<file path="config.mk">
export PLATFORM = sky130hd
export DESIGN_NAME = utf8_to_utf16_swapped_flat
export DESIGN_NICKNAME = d
export VERILOG_FILES = /design/src/hw/rtl/u8u16_pkg.sv /design/src/hw/rtl/u8u16_in_if.sv /design/src/hw/rtl/u8u16_out_if.sv /design/src/hw/rtl/u8u16_core.sv /design/src/hw/rtl/utf8_to_utf16_swapped.sv /design/src/flat_wrapper.sv
export VERILOG_INCLUDE_DIRS = /design/src /design/src/hw/rtl
export SDC_FILE = /design/constraint.sdc
export NUM_CORES = 1
export LEC_CHECK = 0
export BUFFER_PORTS_ARGS = -buffer_cell sky130_fd_sc_hd__buf_2
export CAP_MARGIN = 20
export CELL_PAD_IN_SITES_DETAIL_PLACEMENT = 2
export CELL_PAD_IN_SITES_GLOBAL_PLACEMENT = 2
export CORE_UTILIZATION = 30
export CTS_CLUSTER_DIAMETER = 40
export DETAILED_ROUTE_END_ITERATION = 8
export HOLD_SLACK_MARGIN = 0.06
export PLACE_DENSITY_LB_ADDON = 0.1
export RECOVER_POWER = 100
export SYNTH_ARGS = -nofsm -noshare
export SYNTH_HDL_FRONTEND = slang
export SYNTH_SLANG_ARGS = --single-unit
</file>
<file path="constraint.sdc">
create_clock -name clk_i -period 7.2 [get_ports clk_i]
set_input_delay 1.44 -clock clk_i [delete_from_list [all_inputs] [get_ports clk_i]]
set_output_delay 1.44 -clock clk_i [all_outputs]
set_load 0.01 [all_outputs]
</file>
<file path="src/hw/rtl/utf8_to_utf16_swapped_macros.svh">
// Assertion macros for the UTF-8 to UTF-16 decoder RTL.
`ifndef UTF8_TO_UTF16_SWAPPED_MACROS_SVH
`define UTF8_TO_UTF16_SWAPPED_MACROS_SVH

// Check a property on every rising clock edge outside reset.
`define U8U16_ASSERT(lbl, prop, msg) \
  lbl: assert property (@(posedge clk_i) disable iff (!rst_ni) (prop)) else $error(msg);

// Check that a condition never holds outside reset.
`define U8U16_ASSERT_NEVER(lbl, cond, msg) \
  lbl: assert property (@(posedge clk_i) disable iff (!rst_ni) !(cond)) else $error(msg);

`endif

</file>
<file path="src/hw/rtl/u8u16_pkg.sv">
// Types and constants for the UTF-8 to byte-swapped UTF-16 decoder.
package u8u16_pkg;

  localparam logic [6:0]  UnitCap  = 7'd64;
  localparam logic [6:0]  CfgReset = 7'd50;
  localparam logic [15:0] QMark    = 16'h003F;

  // One input byte with its end-of-string flag.
  typedef struct packed {
    logic [7:0] in_byte;
    logic       last_in;
  } item_t;

  // Status from the decode stage back to the top level.
  typedef struct packed {
    logic [6:0] units;
    logic       step;
    logic       step_last;
  } status_t;

endpackage

</file>
<file path="src/hw/rtl/u8u16_in_if.sv">
// Stream interface carrying UTF-8 bytes.
interface u8u16_in_if;
  logic       valid;
  logic       ready;
  logic [7:0] in_byte;
  logic       last_in;

  modport source (output valid, output in_byte, output last_in, input ready);
  modport sink   (input valid, input in_byte, input last_in, output ready);
endinterface

</file>
<file path="src/hw/rtl/u8u16_out_if.sv">
// Stream interface carrying byte-swapped UTF-16 code units.
interface u8u16_out_if;
  logic        valid;
  logic        ready;
  logic [15:0] code_unit;
  logic [5:0]  unit_index;

  modport source (output valid, output code_unit, output unit_index, input ready);
  modport sink   (input valid, input code_unit, input unit_index, output ready);
endinterface

</file>
<file path="src/hw/rtl/u8u16_core.sv">
// Decode stage: string state, unit assembly and the result register.
module u8u16_core (
  input  logic                 clk_i,
  input  logic                 rst_ni,
  input  logic                 item_valid_i,
  input  u8u16_pkg::item_t     item_i,
  input  logic [6:0]           limit_i,
  output logic                 item_take_o,
  output u8u16_pkg::status_t   status_o,
  u8u16_out_if.source          out_o
);

  logic [15:0] partial_q, partial_d;
  logic [1:0]  rem_q, rem_d;
  logic        skip_q, skip_d;
  logic [6:0]  units_q, units_d;
  logic        out_valid_q, out_valid_d;
  logic [15:0] out_unit_q, out_unit_d;
  logic [5:0]  out_idx_q, out_idx_d;

  logic        take;
  logic        have;
  logic        emit;
  logic [15:0] unit;
  logic [7:0]  b;

  assign b    = item_i.in_byte;
  assign take = item_valid_i && (!out_valid_q || out_o.ready);

  always_comb begin
    partial_d = partial_q;
    rem_d     = rem_q;
    skip_d    = skip_q;
    units_d   = units_q;
    have      = 1'b0;
    unit      = 16'd0;
    if (rem_q != 2'd0) begin
      rem_d = rem_q - 2'd1;
      if (!skip_q) begin
        partial_d = {partial_q[9:0], b[5:0]};
        if (rem_d == 2'd0) begin
          have = 1'b1;
          unit = partial_d;
        end
      end else if (rem_d == 2'd0) begin
        skip_d = 1'b0;
      end
    end else if (b[7:6] == 2'b11) begin
      if (b[5]) begin
        if (b[4]) begin
          have   = 1'b1;
          unit   = u8u16_pkg::QMark;
          skip_d = 1'b1;
          rem_d  = 2'd3;
        end else begin
          partial_d = {12'd0, b[3:0]};
          rem_d     = 2'd2;
        end
      end else begin
        partial_d = {11'd0, b[4:0]};
        rem_d     = 2'd1;
      end
    end else begin
      have = 1'b1;
      unit = {9'd0, b[6:0]};
    end

    emit = have && (units_q < limit_i);
    if (emit) begin
      units_d = units_q + 7'd1;
    end
    // End of string: drop any partial sequence or pending skip and restart the unit count.
    if (item_i.last_in) begin
      partial_d = 16'd0;
      rem_d     = 2'd0;
      skip_d    = 1'b0;
      units_d   = 7'd0;
    end
  end

  always_comb begin
    out_unit_d  = out_unit_q;
    out_idx_d   = out_idx_q;
    out_valid_d = out_valid_q && !out_o.ready;
    if (take) begin
      out_valid_d = emit;
      if (emit) begin
        out_unit_d = {unit[7:0], unit[15:8]};
        out_idx_d  = units_q[5:0];
      end
    end
  end

  always_ff @(posedge clk_i or negedge rst_ni) begin
    if (!rst_ni) begin
      partial_q   <= 16'd0;
      rem_q       <= 2'd0;
      skip_q      <= 1'b0;
      units_q     <= 7'd0;
      out_valid_q <= 1'b0;
    end else begin
      out_valid_q <= out_valid_d;
      if (take) begin
        partial_q <= partial_d;
        rem_q     <= rem_d;
        skip_q    <= skip_d;
        units_q   <= units_d;
      end
    end
  end

  always_ff @(posedge clk_i) begin
    out_unit_q <= out_unit_d;
    out_idx_q  <= out_idx_d;
  end

  assign item_take_o          = take;
  assign status_o.units       = units_q;
  assign status_o.step        = take;
  assign status_o.step_last   = item_i.last_in;
  assign out_o.valid          = out_valid_q;
  assign out_o.code_unit      = out_unit_q;
  assign out_o.unit_index     = out_idx_q;

endmodule

</file>
<file path="src/hw/rtl/utf8_to_utf16_swapped.sv">
// Top level of the streaming UTF-8 to byte-swapped UTF-16 decoder.
// An accepted byte passes through the input register, then the result register.
// Throughput: one byte per cycle while units are taken; the input and result registers
// let a new byte enter while a finished unit waits to be taken.
// Reset: asynchronous, active low; clears string state and both stages and
// loads the unit limit with 50.
`include "utf8_to_utf16_swapped_macros.svh"

module utf8_to_utf16_swapped (
  input  logic         clk_i,
  input  logic         rst_ni,
  input  logic         cfg_we_i,
  input  logic [6:0]   cfg_wdata_i,
  u8u16_in_if.sink     in_i,
  u8u16_out_if.source  out_o
);

  // Unit limit register, saturated to the cap before use.
  logic [6:0] max_units_q;
  logic [6:0] limit;

  // Input register ahead of the decode stage.
  logic              s1_valid_q;
  u8u16_pkg::item_t  s1_item_q;
  logic              s1_take;
  u8u16_pkg::status_t status;

  always_ff @(posedge clk_i or negedge rst_ni) begin
    if (!rst_ni) begin
      max_units_q <= u8u16_pkg::CfgReset;
    end else if (cfg_we_i) begin
      max_units_q <= cfg_wdata_i;
    end
  end

  assign limit = (max_units_q > u8u16_pkg::UnitCap) ? u8u16_pkg::UnitCap : max_units_q;

  // Accept a byte whenever the input register is empty or drains this cycle.
  assign in_i.ready = !s1_valid_q || s1_take;

  always_ff @(posedge clk_i or negedge rst_ni) begin
    if (!rst_ni) begin
      s1_valid_q <= 1'b0;
    end else if (in_i.ready) begin
      s1_valid_q <= in_i.valid;
    end
  end

  // Hold the payload until the decode stage takes it.
  always_ff @(posedge clk_i) begin
    if (in_i.ready && in_i.valid) begin
      s1_item_q.in_byte <= in_i.in_byte;
      s1_item_q.last_in <= in_i.last_in;
    end
  end

  u8u16_core u_core (
    .clk_i        (clk_i),
    .rst_ni       (rst_ni),
    .item_valid_i (s1_valid_q),
    .item_i       (s1_item_q),
    .limit_i      (limit),
    .item_take_o  (s1_take),
    .status_o     (status),
    .out_o        (out_o)
  );

  // Unit counter never passes the cap.
  `U8U16_ASSERT(a_units_cap, status.units <= u8u16_pkg::UnitCap, "unit count above cap")
  // Final byte of a string restarts the count.
  `U8U16_ASSERT(a_last_clears, (status.step && status.step_last) |=> (status.units == 7'd0),
                "count not cleared after final byte")
  // Never take a byte while a full input register is blocked.
  `U8U16_ASSERT_NEVER(a_no_overrun, s1_valid_q && !s1_take && in_i.ready,
                      "input register overrun")

endmodule

</file>
<file path="src/flat_wrapper.sv">
// flat-port wrapper written by rule: the top's interface ports become plain ports
module utf8_to_utf16_swapped_flat 
  (clk_i, rst_ni, cfg_we_i, cfg_wdata_i, in_i_valid, in_i_in_byte, in_i_last_in, in_i_ready, out_o_valid, out_o_code_unit, out_o_unit_index, out_o_ready);
  u8u16_in_if in_i_i ();
  u8u16_out_if out_o_i ();
  input  logic clk_i;
  input  logic rst_ni;
  input  logic cfg_we_i;
  input  logic [6:0] cfg_wdata_i;
  input wire logic [$bits(in_i_i.valid)-1:0] in_i_valid;
  input wire logic [$bits(in_i_i.in_byte)-1:0] in_i_in_byte;
  input wire logic [$bits(in_i_i.last_in)-1:0] in_i_last_in;
  output wire logic [$bits(in_i_i.ready)-1:0] in_i_ready;
  output wire logic [$bits(out_o_i.valid)-1:0] out_o_valid;
  output wire logic [$bits(out_o_i.code_unit)-1:0] out_o_code_unit;
  output wire logic [$bits(out_o_i.unit_index)-1:0] out_o_unit_index;
  input wire logic [$bits(out_o_i.ready)-1:0] out_o_ready;
  assign in_i_i.valid = in_i_valid;
  assign in_i_i.in_byte = in_i_in_byte;
  assign in_i_i.last_in = in_i_last_in;
  assign in_i_ready = in_i_i.ready;
  assign out_o_valid = out_o_i.valid;
  assign out_o_code_unit = out_o_i.code_unit;
  assign out_o_unit_index = out_o_i.unit_index;
  assign out_o_i.ready = out_o_ready;
  utf8_to_utf16_swapped u_core (.clk_i(clk_i), .rst_ni(rst_ni), .cfg_we_i(cfg_we_i), .cfg_wdata_i(cfg_wdata_i), .in_i(in_i_i), .out_o(out_o_i));
endmodule
</file>
==> flow_metrics.env, run 1 <==
export IMPL_routabilityCongestion=0.675
export IMPL_holdWs_ns=0.483
export IMPL_clock_sinks=60
export IMPL_ys_seq_area_frac=0.602
export IMPL_synth_area_leaders="edfxtp_1 (34%), dfrtp_1 (24%), ha_1 (3.2%)"
export IMPL_syn_nets=259
export IMPL_place_hpwl_um=4420
export IMPL_grt_pass1_wl_um=10600
export IMPL_fin_area_mm2=0.00322
export IMPL_status="finished with violations"
export IMPL_cp_max_fo=26
export IMPL_rows=34
export IMPL_grt_pass1_vias=2052
export IMPL_vias_per_cell=4.91
export IMPL_num_vias=1918
export IMPL_wl_met3_um=252
export IMPL_slew_limit_headroom=-0.152
export IMPL_cp_start_kind="primary input"
export IMPL_fp_dieH_um=97.9
export IMPL_yosys_area_top_type="edfxtp_1"
export IMPL_synth_cell_types=50
export IMPL_wl_met2_um=2890
export IMPL_cts_resized=0
export IMPL_root_buffer="clkbuf_8"
export IMPL_total_power_w=0.00115
export IMPL_tightestPinTransition_ns=1.73
export IMPL_post_route_period_util=0.507
export IMPL_area_sequential_mm2=0.00166
export IMPL_core_area_mm2=0.00881
export IMPL_met1_length_um=3130
export IMPL_drt_wl_total_um=6350
export IMPL_p_leak_nw=1.30
export IMPL_worst_setup_path_type="in2reg"
export IMPL_netlist_area_mm2=0.00276
export IMPL_drcViolationCount=4
export IMPL_placement_cell_area_mm2=0.00308
export IMPL_avgSynthCellArea_um2=11.9
export IMPL_max_cap_viol_count=1
export IMPL_dp_slack_ns=3.73
export IMPL_grt_setup_unrepaired="no"
export IMPL_dr_max_layer_used="met4"
export IMPL_ys_warnings_count=0
export IMPL_end_kind="register"
export IMPL_p_per_area_mw_per_mm2=358
export IMPL_synth_edff_count=31
export IMPL_post_cts_buffers=0
export IMPL_fin_skew_ns=0.00985
export IMPL_cts_tree="built"
export IMPL_grt_max_degree=30
export IMPL_hold_viol=0
export IMPL_vdd_ir_drop_max_mv=0.116
export IMPL_synth_common_cells="edfxtp_1 (31), dfrtp_1 (26), nand2_1 (23)"
export IMPL_die_area_mm2=0.00959
export IMPL_setup_violations=0
export IMPL_violations="DRC, capacitance limit, slew limit"
export IMPL_numCtsBuffers=9
export IMPL_io_buffers=44
export IMPL_area_delta_synth_final_pct=16.5
export IMPL_synthCells=231
export IMPL_layout_drive_gt1_share=0.170
export IMPL_io_pins=45
export IMPL_antenna_left=0
export IMPL_first_iter_violations=71
export IMPL_async_flop_share=0.483
export IMPL_timing_fmax_mhz=274
export IMPL_fp_dieW_um=97.9
export IMPL_first_pass_iters=5
export IMPL_timing_setup_tns_ns=0
export IMPL_period_needed_ns=3.65
export IMPL_hold_class="reg2reg"
export IMPL_clk_latency_ns=0.34
export IMPL_hold_buffers=0
export IMPL_wire_per_inst_um=16.2
export IMPL_worst_slack_ns=3.55
export IMPL_cts_buffer_depth=2
export IMPL_clkTransAtPathRegs_ns=0.06
export IMPL_yosysMostFrequentCell="edfxtp_1"
export IMPL_htreeDepth=3
export IMPL_fillCellCount=983
export IMPL_nNetsFinal=306
export IMPL_cp_required_ns=7.36
export IMPL_synth_main_ff_cell="edfxtp_1"
export IMPL_synth_top_area_frac=0.337
export IMPL_antenna_cells=0
export IMPL_grt_usage=0.146
export IMPL_ys_ff_latch=60
export IMPL_grt_ovfl_total=0
export IMPL_critPathArrivalTime_ns=3.81
export IMPL_drv_slew=30
export IMPL_antenna_found_initial=0
export IMPL_start_util=0.313
export IMPL_multiInputGateArea_um2=957
## through the flow
step	utilization	std cells
after floorplan	-	231
final	0.365	391
after global routing	0.365	391
after CTS	0.373	391
after detailed placement	0.349	375
after global placement	0.349	375
## final cells by class
| type | count | share of cell area |
|---|---|---|
| well taps | 108 | 0.0420 |
| multi-input cells | 145 | 0.298 |
| clock inverters | 6 | 0.0249 |
| inverters | 18 | 0.0210 |
| flip-flops and latches | 60 | 0.516 |
| repair buffers | 44 | 0.0584 |
| clock buffers | 10 | 0.0397 |
## flip-flops by register name, summed over array words and instances, names as in the netlist
name	cells
u_core.max_units_q	7
u_core.s1_item_q	9
u_core.s1_valid_q	1
u_core.u_core.out_o.code_unit	16
u_core.u_core.out_o.unit_index	6
u_core.u_core.out_o.valid	1
u_core.u_core.partial_q	10
u_core.u_core.rem_q	2
u_core.u_core.skip_q	1
u_core.u_core.units_q	7
## path summary, 6_finish.rpt
kind                                                         from  slack [ns]                                      to  cells past startpoint
max                                                   out_o_ready        3.55    u_core.u_core.units_q[3]$_DFFE_PN0P_                      7
min reg2reg                u_core.u_core.partial_q[4]$_DFFE_PN0P_        0.48  u_core.u_core.partial_q[4]$_DFFE_PN0P_                      1
min in group asynchronous                                  rst_ni        1.56  u_core.u_core.partial_q[7]$_DFFE_PN0P_                      1
max in group asynchronous                                  rst_ni        4.65    u_core.u_core.units_q[6]$_DFFE_PN0P_                      1
max reg2reg                     u_core.max_units_q[6]$_DFFE_PN0P_        3.77    u_core.u_core.units_q[3]$_DFFE_PN0P_                      9
min                        u_core.u_core.partial_q[4]$_DFFE_PN0P_        0.48  u_core.u_core.partial_q[4]$_DFFE_PN0P_                      1
## routing by layer
layer / vias to the layer above / GRT usage
met2: 37 / 0.222
met4: 0 / 0.0524
li1: 927 / -
met3: 7 / 0.0429
met5: - / 0
met1: 947 / 0.198
## power breakdown
group,internal [W],switching (W)
sequential,0.000468,0.0000658
combinational,0.000104,0.000188
clock,0.000192,0.000136
## critical path: stages
cell and delay, ns:
buf_2 0.08, and2b_4 0.18, a2111oi_0 0.57, o211a_1 0.47
nand2_4 0.08, inv_1 0.74, o311ai_0 0.22
## cells by family (layout without fill, tap and decap cells)
group                      Yosys count  count (layout)  share of synthesized area
and+or+nand+nor                     80              80                      0.155
adders and majority gates            7               7                     0.0317
muxes                               11              11                     0.0431
DFF                                 60              60                      0.602
buffers and inverters               26              78                     0.0385
AOI/OAI and AO/OA                   47              47                      0.130
## layout by cell type, fill, tap and decap left out, types with 7 or more instances in the layout
cell type and n:
nand2_1 23, o21ai_0 9, dfrtp_1 26, buf_2 18
clkbuf_1 27, clkbuf_8 9, nor2_1 16, inv_1 18
edfxtp_1 31, ha_1 7
(Power assumes the default switching activity.)
==> run 2, diff against run 1 <==
Settings changed: ABC_AREA from default to 1.
Clock period 7.2 ns to 3 ns, I/O delays scaled along.
==> flow_metrics.env, run 2 <==
export IMPL_nNetsFinal=342
export IMPL_end_kind="register"
export IMPL_final_cell_mix="nand2_1 (62), inv_1 (33), edfxtp_1 (31)"
export IMPL_clkPwrFrac=0.241
export IMPL_drv_slew=30
export IMPL_fp_dieW_um=96.5
export IMPL_dp_slack_ns=0.217
export IMPL_final_common_cell="nand2_1"
export IMPL_power_switching_w=0.00106
export IMPL_p_seq_frac=0.461
export IMPL_first_iter_violations=32
export IMPL_cts_tree="built"
export IMPL_placement_cell_area_mm2=0.00303
export IMPL_fp_dieH_um=96.5
export IMPL_antenna_cells=0
export IMPL_numCtsBuffers=9
export IMPL_grt_pass1_vias=2100
export IMPL_pwr_share_comb=0.298
export IMPL_io_buffers=44
export IMPL_htreeDepth=3
export IMPL_violations="capacitance limit, slew limit"
export IMPL_cp_max_fo=18
export IMPL_synth_main_ff_cell="edfxtp_1"
export IMPL_grt_pass1_wl_um=11100
export IMPL_drt_wl_total_um=6780
export IMPL_post_route_period_util=0.887
export IMPL_antenna_found_initial=0
export IMPL_grt_setup_unrepaired="no"
export IMPL_fin_area_mm2=0.00315
export IMPL_routabilityCongestion=0.678
export IMPL_first_pass_iters=4
export IMPL_p_per_area_mw_per_mm2=871
export IMPL_critPathArrivalTime_ns=2.71
export IMPL_cts_buffer_depth=2
export IMPL_async_flop_share=0.483
export IMPL_synth_edff_count=31
export IMPL_tightestPinTransition_ns=1.74
export IMPL_clk_latency_ns=0.34
export IMPL_hold_buffers=0
export IMPL_netlist_area_mm2=0.00268
export IMPL_place_hpwl_um=4880
export IMPL_io_pins=45
export IMPL_synth_top_area_frac=0.347
export IMPL_start_util=0.309
export IMPL_die_area_mm2=0.00932
export IMPL_finalNonFillerCells=427
export IMPL_timing_setup_tns_ns=0
export IMPL_vdd_ir_drop_max_mv=0.399
export IMPL_drcViolationCount=0
export IMPL_p_leak_nw=1.38
export IMPL_clock_sinks=60
export IMPL_root_buffer="clkbuf_8"
export IMPL_vias_per_cell=4.61
export IMPL_yosysMostFrequentCell="nand2_1"
export IMPL_synth_common_cells="nand2_1 (59), inv_1 (33), edfxtp_1 (31)"
export IMPL_post_cts_buffers=0
export IMPL_grt_ovfl_total=0
export IMPL_synth_area_leaders="edfxtp_1 (35%), dfrtp_1 (24%), nand2_1 (8.3%)"
export IMPL_clkTransAtPathRegs_ns=0.08
export IMPL_yosys_area_top_type="edfxtp_1"
export IMPL_syn_nets=291
export IMPL_wire_per_inst_um=15.9
export IMPL_period_needed_ns=2.66
export IMPL_ys_warnings_count=0
export IMPL_antenna_left=0
export IMPL_rows=34
export IMPL_cp_required_ns=3.05
export IMPL_worst_slack_ns=0.339
export IMPL_ys_ff_latch=60
export IMPL_hold_class="in2reg"
export IMPL_timing_fmax_mhz=376
export IMPL_setup_violations=0
export IMPL_swShare=0.387
export IMPL_num_vias=1969
export IMPL_p_int_w=0.00168
export IMPL_status="finished with violations"
export IMPL_cp_start_kind="register"
export IMPL_largest_reg_flops=16
export IMPL_cts_resized=0
export IMPL_layout_drive_gt1_share=0.147
export IMPL_dp_cells=411
export IMPL_ys_seq_area_frac=0.620
export IMPL_slew_limit_headroom=-0.159
export IMPL_grt_usage=0.167
export IMPL_core_area_mm2=0.00868
export IMPL_avgSynthCellArea_um2=10.2
export IMPL_synthCells=263
export IMPL_worst_setup_path_type="reg2reg"
export IMPL_grt_max_degree=30
export IMPL_synth_cell_types=31
export IMPL_fin_skew_ns=0.00809
export IMPL_area_delta_synth_final_pct=17.6
export IMPL_max_cap_viol_count=1
export IMPL_hold_viol=0
## run 2: per-layer routing
metal	vias up	GRT usage	wire [um]	part of all wire
met5	-	0	0	0
met3	9	0.0329	215	0.032
met1	955	0.211	3170	0.47
li1	968	-	-	-
met2	37	0.275	3280	0.48
met4	0	0.0772	117	0.017
## run 2: metrics by stage
stage | hold WS [ns] | util | total power (W)
3_5_place_dp | 0.515 | 0.349 | 0.00220
6_report | 0.427 | 0.363 | 0.00275
2_1_floorplan | 0.304 | - | 0.00184
5_1_grt | 0.405 | 0.363 | 0.00296
4_1_cts | 0.327 | 0.370 | 0.00288
3_3_place_gp | 0.496 | 0.349 | 0.00215
## run 2: power groups by stage
| stage | sequential [W] | combinational [W] | clock, W |
|---|---|---|---|
| 2_1_floorplan | 0.00131 | 0.000523 | 0 |
| 3_3_place_gp | 0.00128 | 0.000879 | 0 |
| 3_5_place_dp | 0.00129 | 0.000907 | 0 |
| 4_1_cts | 0.00128 | 0.000917 | 0.000688 |
| 5_1_grt | 0.00130 | 0.000936 | 0.000723 |
| 6_report | 0.00126 | 0.000818 | 0.000662 |
## run 2: cells by family after synthesis
family | share of synthesized area
AO/OA/AOI/OAI | 0.0546
XOR/XNOR | 0.0131
adder cells (fa/ha/maj) | 0.0327
buffers and inverters | 0.0588
flip-flops | 0.620
multiplexers | 0.0168
AND/OR/NAND/NOR | 0.204
## run 2: worst max-delay path: stages, from the launching register on
cell,delay [ns]
dfrtp_1,0.39
nor4_1,0.29
nand3_1,0.10
nand2_1,0.14
nand2_1,0.08
ha_1,0.27
nand2_1,0.09
nor2_1,0.05
nor2_1,0.12
nand2_1,0.08
nor2_1,0.18
nand3_4,0.18
clkinvlp_4,0.20
buf_12,0.18
## run 2: final timing paths
check	start	end	slack, ns	cells past startpoint
max in group asynchronous	rst_ni	u_core.u_core.out_o.valid$_DFF_PN0_	1.29	1
worst max register to register	u_core.max_units_q[2]$_DFFE_PN0P_	u_core.u_core.out_o.unit_index[3]$_DFFE_PP_	0.34	13
min in group asynchronous	rst_ni	u_core.u_core.units_q[0]$_DFFE_PN0P_	0.71	1
worst min register to register	u_core.max_units_q[1]$_DFFE_PN1P_	u_core.max_units_q[1]$_DFFE_PN1P_	0.53	2
worst min-delay path	in_i_in_byte[5]	u_core.s1_item_q[6]$_DFFE_PP_	0.43	1
worst max-delay path	u_core.max_units_q[2]$_DFFE_PN0P_	u_core.u_core.out_o.unit_index[3]$_DFFE_PP_	0.34	13
## run 2: layout make-up
class	instances	area [um^2]
clock buffer	9	124
clock inverter	7	51.3
multi-input combinational	163	837
fill	1012	5530
sequential	60	1660
tap	108	135
inverter	34	131
timing repair buffer	46	211
